## config.mk

```make
export PLATFORM = sky130hd
export DESIGN_NAME = fbpa_div
export DESIGN_NICKNAME = d
export VERILOG_FILES = /design/src/rtl/fbpa_pkg.sv /design/src/rtl/fbpa_div.sv
export SDC_FILE = /design/constraint.sdc
export NUM_CORES = 1
export LEC_CHECK = 0
export ABC_AREA = 1
export BUFFER_PORTS_ARGS = -buffer_cell sky130_fd_sc_hd__buf_2
export CAP_MARGIN = 0
export CORE_MARGIN = 4
export CORE_UTILIZATION = 57
export DETAILED_ROUTE_END_ITERATION = 10
export HOLD_SLACK_MARGIN = 0.12
export PLACE_DENSITY = 0.82
export SLEW_MARGIN = 20
export SYNTH_ARGS = -nofsm -noshare
export SYNTH_HDL_FRONTEND = slang
export SYNTH_SLANG_ARGS = --single-unit
```

## constraint.sdc

```tcl
create_clock -name clk -period 3.72 [get_ports clk]
set_input_delay 0.744 -clock clk [delete_from_list [all_inputs] [get_ports clk]]
set_output_delay 0.744 -clock clk [all_outputs]
set_load 0.005 [all_outputs]
```

## src/rtl/fbpa_pkg.sv

```systemverilog
// Shared types, codes and constants of the fixed block pool allocator.
// No dependencies; imported by fbpa_div, the allocator core and the checker.
`default_nettype none

package fbpa_pkg;

  localparam int ADDR_W         = 32;
  localparam int REQ_W          = 16;
  localparam int BLK_W          = 17;
  localparam int FB_W           = 11;
  localparam int KIND_W         = 2;
  localparam int STAT_W         = 2;
  localparam int CFG_IDX_W      = 2;
  localparam int CFG_DATA_W     = 32;
  localparam int DEF_MAX_BLOCKS = 1024;
  localparam int POINTER_BYTES  = 4;

  localparam logic [KIND_W-1:0] KIND_INIT  = 2'd0;
  localparam logic [KIND_W-1:0] KIND_ALLOC = 2'd1;
  localparam logic [KIND_W-1:0] KIND_FREE  = 2'd2;

  localparam logic [STAT_W-1:0] ST_OK      = 2'd0;
  localparam logic [STAT_W-1:0] ST_INVALID = 2'd1;
  localparam logic [STAT_W-1:0] ST_EMPTY   = 2'd2;
  localparam logic [STAT_W-1:0] ST_FULL    = 2'd3;

  localparam logic [CFG_IDX_W-1:0] CFG_BASE  = 2'd0;
  localparam logic [CFG_IDX_W-1:0] CFG_BYTES = 2'd1;
  localparam logic [CFG_IDX_W-1:0] CFG_BLOCK = 2'd2;
  localparam logic [CFG_IDX_W-1:0] CFG_ALIGN = 2'd3;

  localparam logic [REQ_W-1:0] CFG_BLOCK_RST = 16'd4;
  localparam logic [REQ_W-1:0] CFG_ALIGN_RST = 16'd4;

  typedef struct packed {
    logic [KIND_W-1:0] kind;
    logic [ADDR_W-1:0] block_address;
  } in_item_t;

  typedef struct packed {
    logic [STAT_W-1:0] status;
    logic [ADDR_W-1:0] granted_address;
    logic [FB_W-1:0]   free_blocks;
    logic [FB_W-1:0]   pool_capacity;
  } out_item_t;

  typedef struct packed {
    logic              start;
    logic [ADDR_W-1:0] dividend;
    logic [BLK_W-1:0]  divisor;
  } div_req_t;

  typedef struct packed {
    logic              done;
    logic [ADDR_W-1:0] remainder;
  } div_rsp_t;

endpackage

`default_nettype wire

```

## src/rtl/fbpa_div.sv

```systemverilog
// Iterative restoring divider, one quotient bit per cycle.
// Depends on fbpa_pkg; the quotient must fit in QB bits.
`default_nettype none

module fbpa_div import fbpa_pkg::*; #(
  parameter int QB = 10
) (
  input  wire logic          clk,
  input  wire logic          rst_n,
  input  wire div_req_t      req,
  output div_rsp_t           rsp,
  output logic [QB-1:0]      quotient
);

  localparam int SH_W  = BLK_W + QB - 1;
  localparam int CW    = (ADDR_W > SH_W) ? ADDR_W : SH_W;
  localparam int CNT_W = (QB > 1) ? $clog2(QB) : 1;

  logic              busy_r, busy_nxt;
  logic              done_r, done_nxt;
  logic [CNT_W-1:0]  cnt_r, cnt_nxt;
  logic [ADDR_W-1:0] rem_r, rem_nxt;
  logic [SH_W-1:0]   dvs_r, dvs_nxt;
  logic [QB-1:0]     q_r, q_nxt;
  logic              fit;

  always_comb begin
    fit      = CW'(rem_r) >= CW'(dvs_r);
    busy_nxt = busy_r;
    done_nxt = 1'b0;
    cnt_nxt  = cnt_r;
    rem_nxt  = rem_r;
    dvs_nxt  = dvs_r;
    q_nxt    = q_r;
    if (req.start) begin
      busy_nxt = 1'b1;
      rem_nxt  = req.dividend;
      dvs_nxt  = SH_W'(req.divisor) << (QB - 1);
      q_nxt    = '0;
      cnt_nxt  = CNT_W'(QB - 1);
    end else if (busy_r) begin
      if (fit) begin
        rem_nxt = rem_r - ADDR_W'(dvs_r);
      end
      q_nxt   = (q_r << 1) | QB'(fit);
      dvs_nxt = dvs_r >> 1;
      cnt_nxt = cnt_r - CNT_W'(1);
      if (cnt_r == '0) begin
        busy_nxt = 1'b0;
        done_nxt = 1'b1;
      end
    end
  end

  always_ff @(posedge clk) begin
    if (!rst_n) begin
      busy_r <= 1'b0;
      done_r <= 1'b0;
    end else begin
      busy_r <= busy_nxt;
      done_r <= done_nxt;
    end
    cnt_r <= cnt_nxt;
    rem_r <= rem_nxt;
    dvs_r <= dvs_nxt;
    q_r   <= q_nxt;
  end

  assign rsp.done      = done_r;
  assign rsp.remainder = rem_r;
  assign quotient      = q_r;

endmodule

`default_nettype wire

```

==> results of run 1 <==
per-stage QoR:
step | total power (µW) | setup WS (ns) | hold slack, ns | instance area (µm²) | utilization
after floorplan | 1970 | 1.00 | 0.432 | 5130 | -
after global placement | 2290 | 1.16 | 0.448 | 5700 | 0.654
after detailed placement | 2330 | 1.08 | 0.463 | 5700 | 0.654
after CTS | 2980 | 1.07 | 0.484 | 5900 | 0.677
after global routing | 3200 | 0.725 | 0.510 | 5900 | 0.677
final | 2980 | 1.09 | 0.479 | 5900 | 0.677
area by class of cell:
type                       instances  share of cell area
tap                              108              0.0229
timing repair buffer              99              0.0860
multi-input combinational        525               0.433
inverter                         141              0.0896
sequential                        74               0.334
clock inverter                     6             0.00890
clock buffer                      10              0.0252
cell families (layout without fill, tap and decap cells):
family                     after synthesis  after routing  share of synthesized area
AOI/OAI and AO/OA                       78             78                     0.0805
DFF                                     74             74                      0.385
adders and majority gates               28             28                     0.0698
buffers and inverters                  156            256                      0.116
xor gates and xnor gates                 8              8                     0.0137
and+or+nand+nor                        411            411                      0.335
layer usage:
| metal | track usage | wire length [µm] | up-vias |
|---|---|---|---|
| li1 | - | - | 2565 |
| met1 | 0.339 | 5940 | 2177 |
| met2 | 0.447 | 6340 | 149 |
| met3 | 0.0325 | 766 | 18 |
| met4 | 0.0807 | 224 | 0 |
| met5 | 0 | 0 | - |
flip-flops by register name (all words and copies together), names as in the netlist:
register  cells
done_r        1
busy_r        1
dvs_r        26
quotient     10
cnt_r         4
rem_r        32
path summary, 6_finish.rpt:
path / depth (start not counted) / endpoint / slack, ns / start
setup / recovery: 15 / rem_r[14]$_DFFE_PP_ / 1.09 / rem_r[0]$_DFFE_PP_
hold / removal: 2 / quotient[0]$_SDFFE_PP0P_ / 0.48 / quotient[0]$_SDFFE_PP0P_
setup reg to reg: 15 / rem_r[14]$_DFFE_PP_ / 1.09 / rem_r[0]$_DFFE_PP_
hold reg to reg: 2 / quotient[0]$_SDFFE_PP0P_ / 0.48 / quotient[0]$_SDFFE_PP0P_
power groups by stage:
| stage | Combinational [µW] | Sequential [µW] | Clock, µW |
|---|---|---|---|
| 5_1_grt | 1430 | 1070 | 694 |
| 3_3_place_gp | 1220 | 1070 | 0 |
| 2_1_floorplan | 891 | 1080 | 0 |
| 3_5_place_dp | 1250 | 1080 | 0 |
| 6_report | 1260 | 1060 | 653 |
| 4_1_cts | 1250 | 1060 | 662 |
worst max-delay path, stage by stage, from the launching register on:
cell and delay (ns):
edfxtp_1 0.35, inv_1 0.05, ha_1 0.18, inv_1 0.12, fa_1 0.28, nand3_1 0.10, nand3_2 0.10, nand2_1 0.06
nand2_1 0.09, nand2_1 0.07, nand2_2 0.09, nor2_1 0.05, o21ai_1 0.17, nand2_1 0.07, nand2_1 0.07, buf_4 0.42
layout by cell type (no fill, tap or decap), types with 3 or more instances in the layout:
cell	count
nand3_1	41
nand2_1	288
a21oi_1	24
nand3b_1	6
inv_6	3
ha_1	27
inv_1	139
dfxtp_1	25
o21ai_0	33
or2_2	3
nor3_1	6
buf_4	5
nand4_1	4
xnor2_1	8
clkbuf_8	9
buf_2	94
nand2_2	8
nand3_2	4
nor2_2	5
o21ai_1	4
edfxtp_1	49
o22ai_1	16
nor2_1	41
==> out/results.tsv, run 1 <==
metric	value	unit
Pwr Density	504	mW/mm²
# H-tree levels	3	
#FFs+latches synth	74	
first-pass iteration count of the detailed router	5	
GPL Wtd Cong	0.965	
Final min period	2.63	ns
crit path launch type	flop	
Setup crit end kind	flop	
net switching power	1220	µW
CTS root buffer	clkbuf_8	
post-synthesis cell type count	32	
die height	103	µm
CTS buffer count	9	
DIE WIDTH	103	µm
fillers	768	
io pins	95	
Synthesis Warnings	0	
top post-synthesis cells by area	edfxtp_1 29%, nand2_1 21%, inv_1 10%	
final std cells w/o fill	963	
max-slew violation count	0	
Crit Path Max Fanout	32	
required time of the critical path	3.72	ns
Iter 0 DRT Violations	254	
Hold WC Path Type	reg2reg	
Routed WL	13300	µm
outcome	complete, no violations	
number of flops mapped to enable cells by yosys	49	
vias in the first global route	4624	
sequential power share	0.356	
Internal	1760	µW
final hold violation count	0	
biggest area consumer among synthesized cells	edfxtp_1	
synth cell count leaders	288 x nand2_1, 139 x inv_1, 49 x edfxtp_1	
Antenna Cells	0	
Initial Util	0.588	
cts hold-fix bufs	0	
via count	4909	
cell area after synthesis	0.00513	mm²
Peak Freq	380	MHz
placed cells	947	
total core area	0.00872	mm²
share of layout cells above drive strength 1	0.160	
Worst Path Class, Setup	reg2reg	
PortBufs	94	
largest net degree at the start of global routing	40	
peak supply drop	0.231	mV
GRT overflow	0	
register area	0.00197	mm²
clk slew on worst S/H paths	0.09	ns
ys async rst share	0	
Layout area overhead	15.2	%
Logic pwr share	0.425	
Longest Clk Path Bufs	2	
HPWL Detailed	10400	µm
initial antenna violation count	0	
final setup TNS	0	ns
CTS resizes	0	
net count after synthesis	835	
Final #Nets	930	
sequential share of the synthesized area	0.385	
slew at the pin closest to its max-slew limit	0.862	ns
Synth Instances	755	
top-area cell type share of the netlist area	0.287	
clk_skew	0.0184	ns
Leak Pwr	0.00312	µW
Arr. time, crit path	2.63	ns
clock power share	0.219	
Multi-input gate area	0.00256	mm²
Row Count	34	
routed length per placed instance	13.8	µm
RSZ-0062 raised after global routing	no	
DRC Markers	0	
Post-Syn Area per Cell	6.79	µm²
fin crit share	0.708	
ys flop type	edfxtp_1	
post-CTS setup buffer count	0	
Final setup violation count	0	
global-route wire length before repair	21400	µm
max-cap violation count	0	
total track usage	0.259	
Die ar.	0.0106	mm²
Sw Share	0.410	
CTS tree	built	
Clock Sinks	74	
insertion delay to the later sink of the worst-skew pair	0.36	ns
Slew headroom	0.425	
count leader, synth	nand2_1	
Routed Antenna Nets	0	
via/cell ratio	5.10	
Power figures use the tool's default switching activity.
==> run 2, diff against run 1 <==
Clock period 3.72 ns to 2.7 ns, I/O delays scaled along.
==> out/results.tsv, run 2 (synthesized netlist as in run 1, its figures left out) <==
metric	value	unit
Logic pwr share	0.423	
GPL Wtd Cong	0.971	
DIE WIDTH	103	µm
Pwr Density	700	mW/mm²
net switching power	1700	µW
Crit Path Max Fanout	32	
via/cell ratio	5.14	
Clock Sinks	74	
max-slew violation count	0	
Antenna Cells	0	
clk_skew	0.0152	ns
total track usage	0.263	
# H-tree levels	3	
most frequent cells in the layout	287 x nand2_1, 139 x inv_1, 94 x buf_2	
final setup TNS	0	ns
Routed WL	13500	µm
Initial Util	0.588	
slew at the pin closest to its max-slew limit	0.552	ns
cell family with most CP delay	simple AND/OR/NAND/NOR gates	
Biggest register	rem_r	
Worst R2R Setup Slack	0.24	ns
die height	103	µm
via count	4957	
CTS root buffer	clkbuf_8	
Layout area overhead	15.9	%
DRC Markers	0	
share of layout cells above drive strength 1	0.163	
Iter 0 DRT Violations	215	
largest net degree at the start of global routing	39	
Arr. time, crit path	2.51	ns
Die ar.	0.0106	mm²
Hold WC Path Type	in2reg	
Final #Nets	932	
crit path launch type	flop	
peak supply drop	0.368	mV
CTS tree	built	
CTS buffer count	9	
Critical Path, Cell by Cell	inv_1 > ha_1 > inv_1 > fa_1 > nand3_1 > nand3_2 > nand2_1 > nand2_1 > nand2_1 > nand2_2 > nor2_1 > o21ai_1 > nand2_1 > nand2_2 > buf_12	
post-place setup slack	0.0674	ns
Sw Share	0.408	
clk slew on worst S/H paths	0.09	ns
PortBufs	94	
fin crit share	0.911	
commonest non-fill, non-tap cell in the layout	nand2_1	
final hold violation count	0	
number of flip-flops in the largest register	32	
HPWL Detailed	10600	µm
Peak Freq	407	MHz
cell mode on critical path	nand2_1	
Row Count	34	
io pins	95	
Leak Pwr	0.00313	µW
Slew headroom	0.632	
Longest Clk Path Bufs	2	
Slowest cell on crit path	edfxtp_1	
Setup crit end kind	flop	
total core area	0.00872	mm²
routed length per placed instance	14.0	µm
clock power share	0.226	
outcome	complete, no violations	
max-cap violation count	0	
final hold slack	0.413	ns
vias in the first global route	4666	
Internal	2460	µW
met2 Usage GRT	0.442	
GR Util met3	0.0426	
Final setup violation count	0	
Final WS setup	0.241	ns
WP buf/inv	3	
Final min period	2.46	ns
Worst Path Class, Setup	reg2reg	
cts hold-fix bufs	0	
busiest grt layer	met2	
sequential power share	0.351	
CP max stage delay	0.35	ns
RSZ-0062 raised after global routing	no	
GRT overflow	0	
met1 Resource Use GR	0.346	
insertion delay to the later sink of the worst-skew pair	0.36	ns
initial antenna violation count	0	
global-route wire length before repair	21700	µm
Routed Antenna Nets	0	
required time of the critical path	2.75	ns
first-pass iteration count of the detailed router	5	
[run 2: layer usage]
metal  part of all wire  wire [µm]  vias up
met5                  0          0        -
met4              0.021        282        0
met3              0.052        706       20
met2               0.47       6330      138
met1               0.46       6190     2234
li1                   -          -     2565
[run 2: power by group through the flow]
stage	logic [µW]	clock network, µW	registers, µW
after CTS	1730	948	1460
final	1760	939	1460
after detailed placement	1730	0	1490
after floorplan	1230	0	1480
after global placement	1690	0	1470
after global routing	1990	996	1470
[run 2: layout make-up]
type                    count  area [µm²]
flip-flops and latches     74        1970
clock buffers               9         124
inverters                 141         529
multi-input cells         525        2560
repair buffers            101         536
well taps                 108         135
fillers                   789        2780
clock inverters             7        83.8
[run 2: final timing paths]
path / depth (start not counted) / startpoint / end
max: 15 / rem_r[0]$_DFFE_PP_ / rem_r[13]$_DFFE_PP_
min: 3 / rst_n / done_r$_SDFF_PP0_
max reg2reg: 15 / rem_r[0]$_DFFE_PP_ / rem_r[13]$_DFFE_PP_
min reg2reg: 2 / quotient[9]$_SDFFE_PP0P_ / quotient[9]$_SDFFE_PP0P_
[run 2: through the flow]
stage | cells | cell area (µm²) | utilization | total power, µW
floorplan | 755 | 5130 | - | 2710
global route | 965 | 5940 | 0.681 | 4460
detailed placement | 949 | 5720 | 0.656 | 3210
finish | 965 | 5940 | 0.681 | 4160
CTS | 965 | 5930 | 0.680 | 4140
global placement | 949 | 5720 | 0.656 | 3160
[run 2: what timing repair did]
| item | 4_1_cts | 5_1_grt |
|---|---|---|
| buffers inserted | 0 | 0 |
| resized for setup | 0 | 4 |
| setup endpoints to repair | 0 | 32 |
[run 2: tightest hold or removal path, cell delays in order]
cell and delay (ns):
buf_2 0.11, nand2_1 0.06, nor2_1 0.03
